`src/sv/bdq_pkg.sv`:
```
package bdq_pkg;

    localparam int KIND_W     = 3;
    localparam int VALUE_W    = 32;
    localparam int STATUS_W   = 2;
    localparam int COUNT_W    = 5;
    localparam int OUT_DATA_W = 40;

    typedef enum logic [KIND_W-1:0] {
        K_PUSH_FRONT = 3'd0,
        K_PUSH_BACK  = 3'd1,
        K_POP_FRONT  = 3'd2,
        K_POP_BACK   = 3'd3,
        K_REVERSE    = 3'd4,
        K_LIST_FWD   = 3'd5,
        K_LIST_BWD   = 3'd6
    } kind_t;

    typedef enum logic [STATUS_W-1:0] {
        ST_OK    = 2'd0,
        ST_EMPTY = 2'd1,
        ST_FULL  = 2'd2
    } status_t;

    typedef enum logic [1:0] {
        RD_POP   = 2'd0,
        RD_FIRST = 2'd1,
        RD_NEXT  = 2'd2
    } rd_sel_t;

    typedef struct packed {
        logic    load;
        logic    push;
        logic    rd;
        rd_sel_t rd_sel;
        logic    pop_commit;
        logic    flip;
        logic    emit;
        logic    emit_mem;
        status_t emit_status;
        logic    emit_last;
    } cmd_t;

    typedef struct packed {
        kind_t kind;
        logic  empty;
        logic  full;
        logic  list_last;
        logic  out_free;
    } stat_t;

endpackage

```
`src/sv/bdq_ctrl.sv`:
```
module bdq_ctrl (
    input  logic           clk,
    input  logic           rst_n,
    input  logic           in_valid,
    output logic           in_ready,
    input  bdq_pkg::stat_t stat,
    output bdq_pkg::cmd_t  cmd
);

    typedef enum logic [3:0] {
        S_IDLE = 4'b0001,
        S_EXEC = 4'b0010,
        S_POP  = 4'b0100,
        S_LIST = 4'b1000
    } state_t;

    state_t state_reg;
    state_t state_next;

    always_ff @(posedge clk or negedge rst_n)
    begin
        if (!rst_n)
        begin
            state_reg <= S_IDLE;
        end
        else
        begin
            state_reg <= state_next;
        end
    end

    assign in_ready = (state_reg == S_IDLE);

    always_comb
    begin
        state_next      = state_reg;
        cmd             = '0;
        cmd.rd_sel      = bdq_pkg::RD_POP;
        cmd.emit_status = bdq_pkg::ST_OK;
        cmd.emit_last   = 1'b1;
        unique case (state_reg)
            S_IDLE:
            begin
                if (in_valid)
                begin
                    cmd.load   = 1'b1;
                    state_next = S_EXEC;
                end
            end
            S_EXEC:
            begin
                unique case (stat.kind) inside
                    bdq_pkg::K_PUSH_FRONT, bdq_pkg::K_PUSH_BACK:
                    begin
                        if (stat.out_free)
                        begin
                            cmd.emit = 1'b1;
                            if (stat.full)
                            begin
                                cmd.emit_status = bdq_pkg::ST_FULL;
                            end
                            else
                            begin
                                cmd.push = 1'b1;
                            end
                            state_next = S_IDLE;
                        end
                    end
                    bdq_pkg::K_POP_FRONT, bdq_pkg::K_POP_BACK:
                    begin
                        if (stat.empty)
                        begin
                            if (stat.out_free)
                            begin
                                cmd.emit        = 1'b1;
                                cmd.emit_status = bdq_pkg::ST_EMPTY;
                                state_next      = S_IDLE;
                            end
                        end
                        else
                        begin
                            cmd.rd     = 1'b1;
                            cmd.rd_sel = bdq_pkg::RD_POP;
                            state_next = S_POP;
                        end
                    end
                    bdq_pkg::K_REVERSE:
                    begin
                        if (stat.out_free)
                        begin
                            cmd.flip   = 1'b1;
                            cmd.emit   = 1'b1;
                            state_next = S_IDLE;
                        end
                    end
                    bdq_pkg::K_LIST_FWD, bdq_pkg::K_LIST_BWD:
                    begin
                        if (stat.empty)
                        begin
                            if (stat.out_free)
                            begin
                                cmd.emit        = 1'b1;
                                cmd.emit_status = bdq_pkg::ST_EMPTY;
                                state_next      = S_IDLE;
                            end
                        end
                        else
                        begin
                            cmd.rd     = 1'b1;
                            cmd.rd_sel = bdq_pkg::RD_FIRST;
                            state_next = S_LIST;
                        end
                    end
                    default:
                    begin
                        if (stat.out_free)
                        begin
                            cmd.emit   = 1'b1;
                            state_next = S_IDLE;
                        end
                    end
                endcase
            end
            S_POP:
            begin
                if (stat.out_free)
                begin
                    cmd.pop_commit = 1'b1;
                    cmd.emit       = 1'b1;
                    cmd.emit_mem   = 1'b1;
                    state_next     = S_IDLE;
                end
            end
            S_LIST:
            begin
                if (stat.out_free)
                begin
                    cmd.emit      = 1'b1;
                    cmd.emit_mem  = 1'b1;
                    cmd.emit_last = stat.list_last;
                    if (stat.list_last)
                    begin
                        state_next = S_IDLE;
                    end
                    else
                    begin
                        // fetch the next entry while this one leaves
                        cmd.rd     = 1'b1;
                        cmd.rd_sel = bdq_pkg::RD_NEXT;
                    end
                end
            end
            default:
            begin
                state_next = S_IDLE;
            end
        endcase
    end

endmodule

```
`src/sv/bdq_dp.sv`:
```
module bdq_dp #(
    parameter int DEPTH      = 16,
    parameter int DATA_WIDTH = 32
) (
    input  logic                               clk,
    input  logic                               rst_n,
    input  bdq_pkg::cmd_t                      cmd,
    output bdq_pkg::stat_t                     stat,
    input  logic [bdq_pkg::KIND_W-1:0]         in_kind,
    input  logic [bdq_pkg::VALUE_W-1:0]        in_value,
    input  logic                               out_ready,
    output logic                               out_valid,
    output logic [bdq_pkg::OUT_DATA_W-1:0]     out_data,
    output logic                               out_last
);

    localparam int AW = $clog2(DEPTH);
    localparam int CW = $clog2(DEPTH + 1);
    localparam logic [AW:0] DEPTH_W = (AW + 1)'(DEPTH);

    bdq_pkg::kind_t          kind_reg;
    logic [DATA_WIDTH-1:0]   value_reg;
    logic [AW-1:0]           front_reg, front_next;
    logic [CW-1:0]           count_reg, count_next;
    logic                    rev_reg, rev_next;
    logic [AW-1:0]           idx_reg, idx_next;

    logic [DATA_WIDTH-1:0]   mem [DEPTH];
    logic [DATA_WIDTH-1:0]   rd_data_reg;

    logic                          out_valid_reg;
    logic [bdq_pkg::VALUE_W-1:0]   out_value_reg;
    bdq_pkg::status_t              out_status_reg;
    logic [bdq_pkg::COUNT_W-1:0]   out_count_reg;
    logic                          out_last_reg;

    logic                push_head, pop_head, list_fwd, out_free;
    logic [AW-1:0]       last_off, front_dec, front_inc, list_off, rd_off;
    logic [AW-1:0]       rd_addr, wr_addr;
    logic [CW-1:0]       list_pos;
    logic signed [bdq_pkg::VALUE_W-1:0] rd_ext;

    function automatic logic [AW-1:0] wrap_add(input logic [AW-1:0] a, input logic [AW-1:0] b);
        logic [AW:0] sum;
        sum = {1'b0, a} + {1'b0, b};
        if (sum >= DEPTH_W)
        begin
            sum = sum - DEPTH_W;
        end
        return sum[AW-1:0];
    endfunction

    assign out_free  = !out_valid_reg || out_ready;
    assign push_head = (kind_reg == bdq_pkg::K_PUSH_FRONT) != rev_reg;
    assign pop_head  = (kind_reg == bdq_pkg::K_POP_FRONT) != rev_reg;
    assign list_fwd  = (kind_reg == bdq_pkg::K_LIST_FWD) != rev_reg;

    assign last_off  = AW'(count_reg - CW'(1));
    assign front_dec = wrap_add(front_reg, AW'(DEPTH - 1));
    assign front_inc = wrap_add(front_reg, AW'(1));
    assign list_pos  = (cmd.rd_sel == bdq_pkg::RD_NEXT) ? CW'(idx_reg) + CW'(1) : '0;
    assign list_off  = list_fwd ? AW'(list_pos) : AW'(count_reg - CW'(1) - list_pos);

    always_comb
    begin
        unique case (cmd.rd_sel)
            bdq_pkg::RD_POP: rd_off = pop_head ? '0 : last_off;
            default:         rd_off = list_off;
        endcase
    end

    assign rd_addr = wrap_add(front_reg, rd_off);
    // count stays below DEPTH on a push, so the cut is safe
    assign wr_addr = push_head ? front_dec : wrap_add(front_reg, AW'(count_reg));

    always_comb
    begin
        front_next = front_reg;
        count_next = count_reg;
        rev_next   = rev_reg;
        idx_next   = idx_reg;
        if (cmd.push)
        begin
            count_next = count_reg + CW'(1);
            if (push_head)
            begin
                front_next = front_dec;
            end
        end
        if (cmd.pop_commit)
        begin
            count_next = count_reg - CW'(1);
            if (pop_head)
            begin
                front_next = front_inc;
            end
        end
        if (cmd.flip)
        begin
            rev_next = !rev_reg;
        end
        if (cmd.rd)
        begin
            idx_next = AW'(list_pos);
        end
    end

    always_ff @(posedge clk or negedge rst_n)
    begin
        if (!rst_n)
        begin
            front_reg     <= '0;
            count_reg     <= '0;
            rev_reg       <= 1'b0;
            idx_reg       <= '0;
            out_valid_reg <= 1'b0;
        end
        else
        begin
            front_reg <= front_next;
            count_reg <= count_next;
            rev_reg   <= rev_next;
            idx_reg   <= idx_next;
            if (cmd.emit)
            begin
                out_valid_reg <= 1'b1;
            end
            else if (out_ready)
            begin
                out_valid_reg <= 1'b0;
            end
        end
    end

    // hold the beat payload until the controller asks for the next one
    always_ff @(posedge clk)
    begin
        if (cmd.load)
        begin
            kind_reg  <= bdq_pkg::kind_t'(in_kind);
            value_reg <= DATA_WIDTH'(in_value);
        end
        if (cmd.emit)
        begin
            out_value_reg  <= cmd.emit_mem ? rd_ext : '0;
            out_status_reg <= cmd.emit_status;
            out_count_reg  <= bdq_pkg::COUNT_W'(count_next);
            out_last_reg   <= cmd.emit_last;
        end
    end

    always_ff @(posedge clk)
    begin
        if (cmd.push)
        begin
            mem[wr_addr] <= value_reg;
        end
        if (cmd.rd)
        begin
            rd_data_reg <= mem[rd_addr];
        end
    end

    assign rd_ext = bdq_pkg::VALUE_W'(signed'(rd_data_reg));

    assign stat.kind      = kind_reg;
    assign stat.empty     = (count_reg == '0);
    assign stat.full      = (count_reg == CW'(DEPTH));
    assign stat.list_last = (CW'(idx_reg) + CW'(1) == count_reg);
    assign stat.out_free  = out_free;

    assign out_valid = out_valid_reg;
    assign out_data  = {1'b0, out_count_reg, out_status_reg, out_value_reg};
    assign out_last  = out_last_reg;

endmodule

```
`src/sv/bounded_deque_with_reverse.sv`:
```
// A push, reverse or rejected operation puts its beat in the output register
// in the execute state, a pop in the pop state after its read of the entry
// store, and a listing its entries in the list state, one read ahead, through
// the single store read port. No new operation is taken until the last emits.
// Reset (rst_n low, asynchronous) empties the queue and clears the direction
// flag; store contents are undefined until written.
module bounded_deque_with_reverse #(
    parameter int DEPTH      = 16,
    parameter int DATA_WIDTH = 32
) (
    input  logic                               clk,
    input  logic                               rst_n,
    input  logic                               s_tvalid,
    output logic                               s_tready,
    input  logic [bdq_pkg::VALUE_W-1:0]        s_tdata,   // [31:0] value
    input  logic [bdq_pkg::KIND_W-1:0]         s_tuser,   // [2:0] kind
    output logic                               m_tvalid,
    input  logic                               m_tready,
    output logic [bdq_pkg::OUT_DATA_W-1:0]     m_tdata,   // [31:0] value_out, [33:32] status,
                                                          // [38:34] count, [39] zero
    output logic                               m_tlast    // last
);

    bdq_pkg::cmd_t  cmd;
    bdq_pkg::stat_t stat;

    bdq_ctrl u_ctrl (
        .clk      (clk),
        .rst_n    (rst_n),
        .in_valid (s_tvalid),
        .in_ready (s_tready),
        .stat     (stat),
        .cmd      (cmd)
    );

    bdq_dp #(
        .DEPTH      (DEPTH),
        .DATA_WIDTH (DATA_WIDTH)
    ) u_dp (
        .clk       (clk),
        .rst_n     (rst_n),
        .cmd       (cmd),
        .stat      (stat),
        .in_kind   (s_tuser),
        .in_value  (s_tdata),
        .out_ready (m_tready),
        .out_valid (m_tvalid),
        .out_data  (m_tdata),
        .out_last  (m_tlast)
    );

`ifndef SYNTHESIS
    a_emit_needs_room: assert property (@(posedge clk) disable iff (!rst_n)
        cmd.emit |-> stat.out_free)
        else $error("result loaded while output register still occupied");

    a_push_not_full: assert property (@(posedge clk) disable iff (!rst_n)
        cmd.push |-> !stat.full)
        else $error("push written into a full store");

    a_idle_no_emit: assert property (@(posedge clk) disable iff (!rst_n)
        s_tready |-> !cmd.emit && !cmd.rd && !cmd.push)
        else $error("datapath activity while waiting for a beat");

    a_full_zero_value: assert property (@(posedge clk) disable iff (!rst_n)
        m_tvalid && (m_tdata[33:32] == 2'(bdq_pkg::ST_FULL)) |-> m_tdata[31:0] == '0)
        else $error("full status carries a nonzero value");
`endif

endmodule

```
`config.mk`:
```
export PLATFORM = sky130hd
export DESIGN_NAME = bounded_deque_with_reverse
export DESIGN_NICKNAME = d
export VERILOG_FILES = /design/src/sv/bdq_pkg.sv /design/src/sv/bdq_ctrl.sv /design/src/sv/bdq_dp.sv /design/src/sv/bounded_deque_with_reverse.sv
export SDC_FILE = /design/constraint.sdc
export NUM_CORES = 1
export LEC_CHECK = 0
export BUFFER_PORTS_ARGS = -buffer_cell sky130_fd_sc_hd__buf_2
export CAP_MARGIN = 20
export CORE_UTILIZATION = 50
export CTS_BUF_LIST = sky130_fd_sc_hd__clkbuf_16
export DETAILED_ROUTE_END_ITERATION = 8
export GPL_ROUTABILITY_DRIVEN = 0
export PLACE_DENSITY_LB_ADDON = 0.3
export RECOVER_POWER = 100
export SLEW_MARGIN = 40
export SYNTH_ARGS = -nofsm -noshare
export SYNTH_HDL_FRONTEND = slang
export SYNTH_SLANG_ARGS = --single-unit
```
`constraint.sdc`:
```
create_clock -name clk -period 6.2 [get_ports clk]
set_input_delay 0.62 -clock clk [delete_from_list [all_inputs] [get_ports clk]]
set_output_delay 0.62 -clock clk [all_outputs]
set_load 0.005 [all_outputs]
```
### Word level (Yosys, flattened, before mapping)

Memories as Yosys holds them, arrays and structs flattened. A register that Yosys moved wholly into a read port is not among the register bits.
Index checks and enable logic that the tools add are counted.

* output and inout port bits: 43
* bits of input ports: 39
* bits in writable memories: 512
* ROM bits: 0
* flip-flop bits (word level): 94
* logic and storage cells: 115
* bits in latches: 0
* memories kept: 1

* eq/ne operators: 19
* bitwise gates (word level): 0
* $add $sub $neg: 12
* reductions and logical operators: 14
* multipliers: 0
* div/mod/pow operators: 0
* muxes and demuxes: 53
* magnitude comparators: 4
* shifts and indexed selects: 0

Memory list
* u_dp.mem: depth 16, width 32, rd ports 1, clocked after Yosys merged registers in 1, write ports 1, line bdq_dp.sv:28 `logic [DATA_WIDTH-1:0] mem [DEPTH];`

Operators with widths (number)
* 4-bit 2-to-1 mux: 19
* 5-bit greater-or-equal comparator, second input constant: 4
* 1-bit 2-to-1 mux: 17
* 4-bit case mux with 4 select lines: 1
* 4-bit by 1-bit subtractor with 4-bit output, second input constant: 4
* 3-bit 2-to-1 mux: 4
* 3-bit case mux with 2 select lines: 2
* 4-bit by 1-bit adder with 5-bit output, second input constant: 2
* 4-bit by 4-bit adder with 5-bit output: 2
* 5-bit 2-to-1 mux: 2
* 3-bit == test, second input constant: 3
* 2-bit 2-to-1 mux: 4
* 4-bit case mux with 2 select lines: 1
* 2-bit OR reduction: 4
* 3-bit by 2-bit == test with 1-bit output, second input constant: 2
* 4-bit by 4-bit adder with 5-bit output, second input constant: 1
* 5-bit by 1-bit adder with 5-bit output, second input constant: 1
* 5-bit == test: 1
* 5-bit == test, second input constant: 1
* 5-bit logical NOT: 1
* 5-bit by 1-bit subtractor with 5-bit output, second input constant: 1
* 4-bit by 1-bit == test with 1-bit output, second input constant: 1
* 4-bit by 2-bit == test with 1-bit output, second input constant: 1
* 4-bit by 3-bit == test with 1-bit output, second input constant: 1
* 17 further kinds: 22

### Logic depth before layout (Yosys ltp)

* word-level depth: 13
* depth in mapped cells: 21
* mapped depth without buffers: 19

### By module

A second synthesis with hierarchy kept.

* cell total of the unflattened synthesis: 1159
* area total of the unflattened synthesis: 24908.9 um^2

Modules (own cells, without submodules)
* bdq_dp: instances 1, area each 24482.2 um^2, sequential area each 18963.2 um^2, cells each 1114
* bdq_ctrl: instances 1, area each 426.7 um^2, sequential area each 101.3 um^2, cells each 45

### Least setup slack after synthesis

Ideal clock, no wire load.

* path kind: register to register
* from: reg u_dp.idx_reg[0]
* to: reg u_dp.rd_data_reg[1] (read register of u_dp.mem) (data pin)
* library setup time: 258 ps
* arrival: 4209 ps
* required time: 5942 ps
* slack: 1733 ps
* cell stages (with the launch flop): 20
* buffers on the path: 2
* clock period less this slack: 4467 ps
* cells stage by stage: dfrtp_1 ha_1 xnor2_1 o211ai_2 a211oi_2 nor2_1 inv_1 nor2_1 ha_1 fa_1 mux2i_1 a21o_1 inv_1 fa_1 clkbuf_1 clkbuf_1 mux4_2 nand2_1 a22o_1 nand3_2

* word-level cells in the longest chain between the ends: 13
* elaborated cells on any way between the ends: 15
* classes of those cells: add/sub: 4; order compare: 1; eq/ne: 2; mux: 7; reduce/logical: 1

Ends and longest elaborated chain
* start: declaration: line bdq_dp.sv:26 `logic [AW-1:0] idx_reg, idx_next;`
* start signal: assignment: line bdq_dp.sv:123 `idx_reg <= idx_next;`
* 4-bit by 1-bit adder with 5-bit output (*): line bdq_dp.sv:61 `assign list_pos = (cmd.rd_sel == bdq_pkg::RD_NEXT) ? CW'(idx_reg) + CW'(1) : '0;`
* 5-bit == test: line bdq_dp.sv:169 `assign stat.list_last = (CW'(idx_reg) + CW'(1) == count_reg);`
* 3-bit 2-to-1 mux: line bdq_ctrl.sv:141 `if (stat.list_last)`
* 3-bit 2-to-1 mux: line bdq_ctrl.sv:136 `if (stat.out_free)`
* 3-bit case mux with 2 select lines: line bdq_ctrl.sv:41 `unique case (state_reg)`
* 2-bit == test: line bdq_dp.sv:61
* 4-bit 2-to-1 mux (*): line bdq_dp.sv:61
* net u_dp.list_pos[0]: line bdq_dp.sv:40 `logic [CW-1:0] list_pos;`
* 4-bit subtractor: line bdq_dp.sv:62 `assign list_off = list_fwd ? AW'(list_pos) : AW'(count_reg - CW'(1) - list_pos);`
* 4-bit 2-to-1 mux (*): line bdq_dp.sv:62
* 4-bit 2-to-1 mux (*): line bdq_dp.sv:66 `unique case (cmd.rd_sel)`
* 4-bit by 4-bit adder with 5-bit output (*): line bdq_dp.sv:45 `sum = {1'b0, a} + {1'b0, b};`
* 4-bit by 1-bit subtractor with 4-bit output or 5-bit greater-or-equal comparator (tied branches): line bdq_dp.sv:48, bdq_dp.sv:46
* 4-bit 2-to-1 mux (*): line bdq_dp.sv:46 `if (sum >= DEPTH_W)`
* end: declaration: line bdq_dp.sv:29 `logic [DATA_WIDTH-1:0] rd_data_reg;`

The timed path passes the listed nets; every way through them passes the cells marked *.
A chain may end at the register's enable or synchronous reset.

### Worst setup path after layout

* from: reg u_dp.idx_reg[0]
* to: reg u_dp.rd_data_reg[16] (read register of u_dp.mem) (data pin)

Same word-level chain as after synthesis.

==> impl_results.md <==
* Outcome: complete, but fails checks
* Violated checks: max-capacitance violations, max-slew violations
* CTS Root Cell: clkbuf_16
* Share of layout cells above drive strength 1 at 0.244
* FP Rows at 82
* # IOs at 82
* Placed Area at 26,900 um2
* Biggest register: u_dp.mem
* Port-buffer cells at 80
* First-pass DRT Iterations at 5
* Final Hold Fails at 0
* Kind of critical path: reg2reg
* Slew Viols, Final at 314
* # diodes at 0
* Total power draw at 17.9 mW
* DR iter-0 viols at 1,215
* Max-Cap Viols at 14
* Worst VDD drop at 0.738 mV
* Avg Inst Size Synth at 19.9 um2
* CTS Buffer Depth at 3
* Worst-Skew Late Latency at 0.60 ns
* Core area at 50,100 um2
* Die width at 227 um
* Die area at 51,700 um2
* Worst Tran Pin Value at 3.01 ns
* RSZ-0062 raised after global routing: false
* DRC viols at 0
* Post-DRT Antenna Nets at 0
* Netlist Area Pre-Place at 25,400 um2
* First-pass GRT wire length at 81,800 um
* F_max at 177 MHz
* Vias per cell at 5.92
* FILL cells at 3,776
* Layout Skew at 0.0182 ns
* HPWL Detailed at 29,400 um
* Post-synth EDFFs at 619
* Global route overflow at 0
* Unique masters post-synth at 58
* Largest net degree at the start of global routing at 97
* Critical path launch point type: flop
* P_leak at 9.58 nW
* Setup TNS at 0 ns
* YS warnings at 0
* # resized after CTS at 0
* Clock transition at path regs at 0.06 ns
* Final nets at 1,453
* Area Overhead vs Synth at 13.6%
* Final period util at 0.912
* Sequential share of the synthesized area at 0.751
* Vias at 12,560
* HP Class: in2reg
* Worst endpoint required time at 6.55 ns
* Chip height at 227 um
* Synth Instances at 1,272
* Final Routed Wirelength at 55,200 um
* Initial Utilization at 0.507
* Max FFs per register at 512
* Post-CTS Setup Bufs at 0
* Vias in the first global route at 12,729
* Top FF cell, synth: edfxtp_1
* Clk sink count at 638
* Crit Path Max Fanout at 37
* H-tree levels at 3
* Gr usage total at 0.223
* Fin area at 28,800 um2
* Critical path arrival at 6.00 ns
* TritonCTS Buffers at 68
* Wire per inst at 26.0 um
* Async S/R FF share, synth at 0.0298
* Syn_nets at 1,329
* PD cells at 621 nW/um2
* CTS tree: yes
* Crit path capture type: flop
* Fin crit period at 5.66 ns
* Endpoints failing setup at 0
* Synthesis-stage register bit count at 638
* # hold bufs at CTS at 1
* Initial antenna violation count at 1
* Relative slew slack at -1.00
[kinds of logic after synthesis]
| kind of cell | share of synthesized area |
|---|---|
| AOI/OAI and AO/OA | 0.0235 |
| xor gates and xnor gates | 0.0107 |
| adders and majority gates | 0.00976 |
| buffers and inverters | 0.0199 |
| DFF | 0.751 |
| muxes | 0.115 |
| other | 0.000148 |
| and+or+nand+nor | 0.0694 |
[cell usage in the layout (no fill, tap or decap), drive strengths merged, types with 18 or more instances in the layout]
cell type | Yosys | layout
edfxtp | 619 | 619
clkbuf | 38 | 129
mux4 | 128 | 128
nand2 | 86 | 86
nand4 | 67 | 67
buf | 34 | 67
nor2b | 37 | 37
nand3 | 37 | 37
a22o | 33 | 33
inv | 14 | 31
nor2 | 31 | 31
clkinv | 0 | 26
dfrtp | 18 | 18
xnor2 | 18 | 18
[cells in the mapped netlist, types with 4 or more instances]
library cell	n	area (um2)
edfxtp_1	619	18600
mux4_2	128	2880
nand2_1	86	323
nand4_1	47	294
clkbuf_1	38	143
nor2b_1	37	231
a22o_1	33	289
nor2_1	31	116
nand3_2	20	200
nand4_2	20	250
dfrtp_1	18	450
xnor2_1	18	158
nand3_1	17	85.1
buf_2	16	80.1
ha_1	15	188
inv_1	14	52.6
xor2_1	13	114
a21oi_1	10	50.1
buf_6	10	113
o21ai_0	10	50.1
nor3_1	6	30.0
a21o_1	5	37.5
buf_12	4	80.1
nor3b_1	4	30.0
nor4b_1	4	35.0
[critical path, cell delays in order, from the launching register on]
cell and delay [ns]:
dfrtp_1 0.43, ha_1 0.29, xnor2_1 0.23, o211ai_1 0.15, a211oi_1 0.55, nor2_1 0.18
inv_1 0.13, nor2_1 0.08, ha_1 0.24, fa_1 0.46, mux2i_1 0.17, a21o_1 0.16
inv_1 0.05, fa_4 1.22, buf_4 0.40, mux4_2 0.34, nand2_1 0.08, a22o_1 0.14
nand3_2 0.07
[worst paths after layout]
check	depth (start not counted)	slack, ns	startpoint	end
max	18	0.54	u_dp.idx_reg[0]	u_dp.rd_data_reg[16]
min	1	0.20	s_tdata[1]	u_dp.value_reg[1]
max reg2reg	18	0.54	u_dp.idx_reg[0]	u_dp.rd_data_reg[16]
min reg2reg	2	0.51	u_dp.idx_reg[1]	u_dp.idx_reg[1]
max in group asynchronous	2	4.75	rst_n	u_ctrl.state_reg[1]
min in group asynchronous	2	0.77	rst_n	u_dp.count_reg[3]
[area by class of cell]
class,count,area [um2],share of cell area
clock buffers,71,1780,0.0616
repair buffers,126,722,0.0250
multi-input cells,548,5890,0.204
inverters,14,52.6,0.00182
well taps,672,841,0.0292
clock inverters,53,485,0.0168
flip-flops and latches,638,19100,0.661
[routing by layer]
layer	global-route usage	vias to the layer above	routed length, um	share of wire
li1	-	5425	-	-
met1	0.310	6586	23500	0.43
met2	0.354	443	26700	0.48
met3	0.0408	106	3320	0.060
met4	0.0803	0	1680	0.030
met5	0	-	0	0
[power by group]
| group | internal, mW | switching, mW |
|---|---|---|
| logic | 3.63 | 4.54 |
| registers | 5.38 | 0.266 |
| clock network | 2.45 | 1.63 |
[per-stage QoR]
step                       util  worst slack (ns)  hold WS [ns]  cells
after floorplan               -              1.73         0.324   1272
after global placement    0.534             0.998         0.491   1991
after detailed placement  0.537             0.850         0.506   1996
after CTS                 0.582             0.837         0.169   2121
after global routing      0.576             0.315         0.173   2122
final                     0.576             0.545         0.201   2122
(Power assumes the default switching activity.)
